## src/design/lddw_pkg.sv

```systemverilog
// Shared types and constants for the two-wire LED driver writer.
`default_nettype none

package lddw_pkg;

  localparam int BUFFER_DEPTH = 16;
  localparam int ADDR_W = (BUFFER_DEPTH > 1) ? $clog2(BUFFER_DEPTH) : 1;

  localparam logic [1:0] FUNC_LOAD  = 2'd0;
  localparam logic [1:0] FUNC_START = 2'd1;
  localparam logic [1:0] FUNC_TICK  = 2'd2;

  localparam int CFG_IDX_W  = 1;
  localparam int CFG_DATA_W = 3;
  localparam logic [CFG_IDX_W-1:0] CFG_BRIGHTNESS = 1'b0;
  localparam logic [CFG_IDX_W-1:0] CFG_DISPLAY_ON = 1'b1;

  localparam logic [7:0] CMD_DATA = 8'b0100_0000;
  localparam logic [7:0] CMD_ADDR = 8'b1100_0000;
  localparam logic [7:0] CMD_CTRL = 8'b1000_0000;

  typedef struct packed {
    logic [1:0] func;
    logic [3:0] slot;
    logic [7:0] seg_byte;
    logic [4:0] byte_count;
    logic [1:0] first_digit;
  } in_item_t;

  typedef struct packed {
    logic clk_line;
    logic dio_line;
    logic busy_res;
  } out_item_t;

endpackage

`default_nettype wire

```

## src/design/lddw_core.sv

```systemverilog
// Segment buffer memory and pin phase sequencer of the two-wire LED driver writer.
`default_nettype none

module lddw_core (
  input  wire logic               clk,
  input  wire logic               rst,
  input  wire logic               accept,
  input  wire lddw_pkg::in_item_t req,
  input  wire logic [2:0]         brightness,
  input  wire logic               display_on,
  output lddw_pkg::out_item_t     tick_res
);
  import lddw_pkg::*;

  typedef enum logic [8:0] {
    PH_IDLE     = 9'b0_0000_0001,
    PH_START    = 9'b0_0000_0010,
    PH_CLK_LOW  = 9'b0_0000_0100,
    PH_DATA     = 9'b0_0000_1000,
    PH_CLK_HIGH = 9'b0_0001_0000,
    PH_BYTE_END = 9'b0_0010_0000,
    PH_STOP_DIO = 9'b0_0100_0000,
    PH_STOP_CLK = 9'b0_1000_0000,
    PH_STOP_REL = 9'b1_0000_0000
  } phase_t;

  logic [7:0]  seg_mem [BUFFER_DEPTH];
  logic [7:0]  rd_data;

  phase_t      phase, phase_next;
  logic [1:0]  frame_index, frame_index_next;
  logic [4:0]  byte_index, byte_index_next;
  logic [2:0]  bit_index, bit_index_next;
  logic [7:0]  shift_reg, shift_reg_next;
  logic [4:0]  send_count, send_count_next;
  logic [1:0]  send_addr, send_addr_next;
  logic        clk_level, clk_level_next;
  logic        dio_level, dio_level_next;

  logic        busy;
  logic        do_load;
  logic [7:0]  ctrl_cmd;

  assign busy     = (phase != PH_IDLE);
  assign do_load  = accept && (req.func == FUNC_LOAD) && !busy
                    && (32'(req.slot) < BUFFER_DEPTH);
  assign ctrl_cmd = CMD_CTRL + {4'b0000, display_on, brightness};

  // The buffer is written only while idle, and the read address follows the
  // byte index, so the registered read data is settled long before a byte end.
  always_ff @(posedge clk) begin
    if (do_load) begin
      seg_mem[ADDR_W'(req.slot)] <= req.seg_byte;
    end
    rd_data <= seg_mem[ADDR_W'(byte_index)];
  end

  always_comb begin
    phase_next       = phase;
    frame_index_next = frame_index;
    byte_index_next  = byte_index;
    bit_index_next   = bit_index;
    shift_reg_next   = shift_reg;
    send_count_next  = send_count;
    send_addr_next   = send_addr;
    clk_level_next   = clk_level;
    dio_level_next   = dio_level;
    if (accept && (req.func == FUNC_START) && !busy) begin
      send_count_next  = (32'(req.byte_count) > BUFFER_DEPTH) ? 5'(BUFFER_DEPTH)
                                                              : req.byte_count;
      send_addr_next   = req.first_digit;
      frame_index_next = 2'd0;
      shift_reg_next   = CMD_DATA;
      byte_index_next  = 5'd0;
      bit_index_next   = 3'd0;
      phase_next       = PH_START;
    end else if (accept && (req.func == FUNC_TICK)) begin
      unique case (phase)
        PH_START: begin
          dio_level_next = 1'b0;
          phase_next     = PH_CLK_LOW;
        end
        PH_CLK_LOW: begin
          clk_level_next = 1'b0;
          phase_next     = PH_DATA;
        end
        PH_DATA: begin
          dio_level_next = shift_reg[0];
          phase_next     = PH_CLK_HIGH;
        end
        PH_CLK_HIGH: begin
          clk_level_next = 1'b1;
          shift_reg_next = {1'b0, shift_reg[7:1]};
          if (bit_index == 3'd7) begin
            bit_index_next = 3'd0;
            phase_next     = PH_BYTE_END;
          end else begin
            bit_index_next = bit_index + 3'd1;
            phase_next     = PH_CLK_LOW;
          end
        end
        PH_BYTE_END: begin
          clk_level_next = 1'b0;
          if ((frame_index == 2'd1) && (byte_index < send_count)
              && (32'(byte_index) < BUFFER_DEPTH)) begin
            shift_reg_next  = rd_data;
            byte_index_next = byte_index + 5'd1;
            phase_next      = PH_CLK_LOW;
          end else begin
            phase_next = PH_STOP_DIO;
          end
        end
        PH_STOP_DIO: begin
          dio_level_next = 1'b0;
          phase_next     = PH_STOP_CLK;
        end
        PH_STOP_CLK: begin
          clk_level_next = 1'b1;
          phase_next     = PH_STOP_REL;
        end
        PH_STOP_REL: begin
          dio_level_next = 1'b1;
          byte_index_next = 5'd0;
          if (frame_index >= 2'd2) begin
            frame_index_next = 2'd0;
            phase_next       = PH_IDLE;
          end else begin
            frame_index_next = frame_index + 2'd1;
            shift_reg_next   = (frame_index == 2'd0) ? (CMD_ADDR + {6'd0, send_addr})
                                                     : ctrl_cmd;
            bit_index_next   = 3'd0;
            phase_next       = PH_START;
          end
        end
        default: begin
          phase_next = PH_IDLE;
        end
      endcase
    end
  end

  always_ff @(posedge clk) begin
    if (rst) begin
      phase       <= PH_IDLE;
      frame_index <= 2'd0;
      byte_index  <= 5'd0;
      bit_index   <= 3'd0;
      shift_reg   <= 8'd0;
      send_count  <= 5'd0;
      send_addr   <= 2'd0;
      clk_level   <= 1'b1;
      dio_level   <= 1'b1;
    end else begin
      phase       <= phase_next;
      frame_index <= frame_index_next;
      byte_index  <= byte_index_next;
      bit_index   <= bit_index_next;
      shift_reg   <= shift_reg_next;
      send_count  <= send_count_next;
      send_addr   <= send_addr_next;
      clk_level   <= clk_level_next;
      dio_level   <= dio_level_next;
    end
  end

  assign tick_res = '{clk_line: clk_level_next,
                      dio_line: dio_level_next,
                      busy_res: (phase_next != PH_IDLE)};

endmodule

`default_nettype wire

```

## src/design/led_driver_two_wire_writer.sv

```systemverilog
// Top level of the two-wire LED driver writer: request handshake, result register, settings.
//
// The block takes one request per clock unless the result register is stalled: a load
// writes the segment buffer memory, a start primes the three frames, and a tick advances the
// pins by one phase and places its result in an output register. A new request is taken while
// that register is empty or being drained, so requests flow back to back at one per clock
// while results are drained. The buffer memory has a single write port.
// Loads and starts are ignored while a transfer is in progress, and only ticks give results.
`default_nettype none

module led_driver_two_wire_writer (
  input  wire logic                          clk,
  input  wire logic                          rst,
  input  wire logic                          item_valid,
  output logic                               item_ready,
  input  wire lddw_pkg::in_item_t            item,
  output logic                               result_valid,
  input  wire logic                          result_ready,
  output lddw_pkg::out_item_t                result,
  input  wire logic                          cfg_valid,
  output logic                               cfg_ready,
  input  wire logic [lddw_pkg::CFG_IDX_W-1:0]  cfg_index,
  input  wire logic [lddw_pkg::CFG_DATA_W-1:0] cfg_data
);
  import lddw_pkg::*;

  logic       accept;
  logic [2:0] brightness;
  logic       display_on;
  out_item_t  tick_res;

  assign item_ready = !result_valid || result_ready;
  assign accept     = item_valid && item_ready;
  assign cfg_ready  = 1'b1;

  always_ff @(posedge clk) begin
    if (rst) begin
      brightness <= 3'd7;
      display_on <= 1'b1;
    end else if (cfg_valid && cfg_ready) begin
      unique case (cfg_index)
        CFG_BRIGHTNESS: brightness <= cfg_data[2:0];
        CFG_DISPLAY_ON: display_on <= cfg_data[0];
        default: ;
      endcase
    end
  end

  lddw_core u_core (
    .clk        (clk),
    .rst        (rst),
    .accept     (accept),
    .req        (item),
    .brightness (brightness),
    .display_on (display_on),
    .tick_res   (tick_res)
  );

  always_ff @(posedge clk) begin
    if (rst) begin
      result_valid <= 1'b0;
    end else if (accept && (item.func == FUNC_TICK)) begin
      result_valid <= 1'b1;
    end else if (result_ready) begin
      result_valid <= 1'b0;
    end
  end

  always_ff @(posedge clk) begin
    if (accept && (item.func == FUNC_TICK)) begin
      result <= tick_res;
    end
  end

endmodule

`default_nettype wire

```

## config.mk

```make
export PLATFORM = sky130hd
export DESIGN_NAME = led_driver_two_wire_writer
export DESIGN_NICKNAME = d
export VERILOG_FILES = /design/src/design/lddw_pkg.sv /design/src/design/lddw_core.sv /design/src/design/led_driver_two_wire_writer.sv
export SDC_FILE = /design/constraint.sdc
export NUM_CORES = 1
export LEC_CHECK = 0
export BUFFER_PORTS_ARGS = -buffer_cell sky130_fd_sc_hd__buf_2
export CAP_MARGIN = 20
export CORE_UTILIZATION = 60
export DETAILED_ROUTE_END_ITERATION = 10
export GPL_TIMING_DRIVEN = 0
export PLACE_DENSITY = 0.78
export SLEW_MARGIN = 20
export SYNTH_ARGS = -nofsm -noshare
export SYNTH_HDL_FRONTEND = slang
export SYNTH_SLANG_ARGS = --single-unit
export TNS_END_PERCENT = 20
```

## constraint.sdc

```tcl
create_clock -name clk -period 4.8 [get_ports clk]
set_clock_uncertainty 0.15 [all_clocks]
set_input_delay 0.96 -clock clk [delete_from_list [all_inputs] [get_ports clk]]
set_output_delay 0.96 -clock clk [all_outputs]
set_load 0.01 [all_outputs]
```

==> key figures <==
Timing
  • Final Setup Violations: 0
  • Final Max Tran Viols: 0
  • Period utilization: 61.7%
  • Post-layout min period: 2.96 ns
  • Final Hold Violating Endpoints: 0
  • Worst slew margin: 43.2%
  • Worst slew pin tran: 0.849 ns
  • Max Clk Rate: 338 MHz
  • Final TNS setup: 0 ns
  • Unrepaired setup endpoints after global routing: false

Route
  • ANT nets after route: 0
  • Initial DRC Count: 371
  • Via density: 6.12
  • Via count: 4514
  • DRT Pass-1 Iters: 5
  • Final WL: 16000 µm
  • WL/cell: 21.7 µm
  • Remaining DRCs: 0

Synthesis
  • Synthesized area: 7590 µm²
  • Syn Area/Cell: 15.1 µm²
  • Largest cells by area after synthesis: edfxtp_1 52%, dfxtp_1 13%, mux4_2 12%
  • Yosys top cell area share: 51.8%
  • Syn nets: 541
  • Seq/Total Area, Yosys: 64.8%
  • Mapped Cells: 504
  • Yosys warnings: 0
  • Post-synth EDFFs: 131
  • Synth async-reset ratio: 0%
  • Yosys reg bits: 180
  • Ys flop type: edfxtp_1
  • Distinct cells, synth: 63
  • Synth area leader: edfxtp_1

Floorplan
  • Initial core utilization: 62.4%
  • Die Span X: 114 µm
  • Die height: 114 µm
  • FP Rows: 40
  • Num ports: 36
  • Die ar.: 13100 µm²
  • Core box area: 12200 µm²

Placed design
  • Area post-placement: 7990 µm²
  • DP Wirelength: 11100 µm
  • Placed insts: 706
  • IO Port Bufs: 34
  • RD Place Congestion: 0.944

Final layout
  • Fin cells: 737
  • Max reg flops: 128
  • Design area: 8590 µm²
  • Largest Register: u_core.seg_mem
  • Antenna diodes: 0
  • Share of post-route cells with drive strength above 1: 26.2%
  • P&R area growth vs syn: 13.2%
  • NumNets Final: 594
  • Regs by FF count: u_core.seg_mem: 128 flops, u_core.phase: 9 flops

Critical path
  • Setup Crit Path Kind: in -> reg
  • Required time of the critical path: 4.80 ns
  • Critical path endpoint category: flip-flop
  • CP arrival: 2.96 ns
  • CP Launch Type: primary input
  • Critical path peak fanout: 12

Global route
  • Number of antenna violations at the first check in global routing: 0
  • GR Util All Layers: 27.2%
  • Pin count of the biggest net entering global routing: 17
  • First-pass GRT wire length: 25000 µm
  • Vias in the first global route: 4573
  • Remaining Overflow, GRT: 0

Clocking
  • Clock transition at the registers of the reported paths: 0.07 ns
  • H-Tree Level Count: 4
  • Clk sinks: 180
  • Gates resized, CTS repair: 0
  • Postcts setup bufs: 0
  • Max clock buf depth: 2
  • Worst-skew pair later-pin latency: 0.43 ns
  • CTS Root Cell: clkbuf_16
  • TritonCTS clock tree: built
  • CTS buffer count: 17
  • Hold buffers post-CTS: 0

Pwr
  • Leak: 2.80 nW
  • Peak VDD IR: 334 µV
  • PwrDens: 373 nW/µm²

Job
  • Max cap viols: 0

Status
  • Status: completed

Min path
  • Hold WC Path Type: reg -> reg
==> through the flow <==
step                worst slack [ns]  util (%)  hold slack [ns]  power [mW]
global placement                1.12      65.5            0.294        1.80
detailed placement              1.44      65.7            0.298        1.81
finish                          1.84      70.7            0.304        3.20
CTS                             1.85      70.7            0.308        3.22
global route                    1.63      70.7            0.319        3.29
floorplan                       1.84         -            0.277        1.76
==> report_power, final <==
group | leakage [nW] | total [mW] | internal, mW | switching (mW)
Sequential | 1.57 | 1.68 | 1.67 | 0.00395
Combinational | 0.937 | 0.0974 | 0.0318 | 0.0656
Clock | 0.293 | 1.43 | 0.828 | 0.599
Total | 2.80 | 3.20 | 2.53 | 0.669
==> cell type report <==
| type | instances | area [µm²] |
|---|---|---|
| flip-flops and latches | 180 | 4910 |
| plain buffers | 31 | 194 |
| well taps | 168 | 210 |
| clock buffers | 18 | 429 |
| inverters | 7 | 26.3 |
| multi-input cells | 286 | 2470 |
| fillers | 826 | 3570 |
| repair buffers | 34 | 170 |
| clock inverters | 13 | 175 |
==> worst paths after layout <==
kind	start	endpoint	slack (ns)	cells past startpoint
worst max register to register	u_core.phase[5]$_SDFF_PP0_	u_core.seg_mem[11][4]$_DFFE_PP_	1.87	6
worst min register to register	u_core.send_count[3]$_SDFFE_PP0P_	u_core.send_count[3]$_SDFFE_PP0P_	0.30	2
worst max-delay path	item[19]	result[0]$_DFFE_PP_	1.84	9
worst min-delay path	u_core.send_count[3]$_SDFFE_PP0P_	u_core.send_count[3]$_SDFFE_PP0P_	0.30	2
==> placed cells by master (no fill, tap or decap), types with 9 or more instances in the layout <==
cell       instances
dfxtp_1           49
nand3_1           15
nand2_1           34
mux2i_1            9
clkbuf_16         17
a21oi_1           22
edfxtp_1         131
clkbuf_1           9
nor2_1            34
buf_2             45
nand2b_1           9
o21ai_0           15
mux4_2            40
==> metal layers <==
layer	GRT usage [%]	part of all wire, %
met1	31.6	40
met2	48.5	54
met3	6.56	3.7
met4	11.1	2.4
met5	0	0
==> critical path: stages <==
cell and delay (ns):
buf_2 0.13, nor2b_1 0.16, nand3_1 0.12, inv_1 0.10, clkbuf_1 0.56, mux2i_1 0.31
nand4_1 0.14, nor3_1 0.32, nand4_1 0.17
==> cells in the mapped netlist, types with 8 or more instances <==
library cell,n
a21oi_1,22
buf_2,11
clkbuf_1,8
dfxtp_1,49
edfxtp_1,131
mux2i_1,9
mux4_2,40
nand2_1,34
nand2b_1,9
nand3_1,15
nand3b_1,8
nor2_1,34
nor3_1,12
o21ai_0,15
==> cell families after synthesis <==
family / after synthesis / synth area share, %
compound gates: 68 / 6.12
xor+xnor: 6 / 0.692
fa+ha+maj: 7 / 1.15
buf+inv: 38 / 2.90
flops: 180 / 64.8
mux: 49 / 13.1
other cells: 1 / 0.0494
simple gates: 155 / 11.3
(Power assumes the default switching activity.)
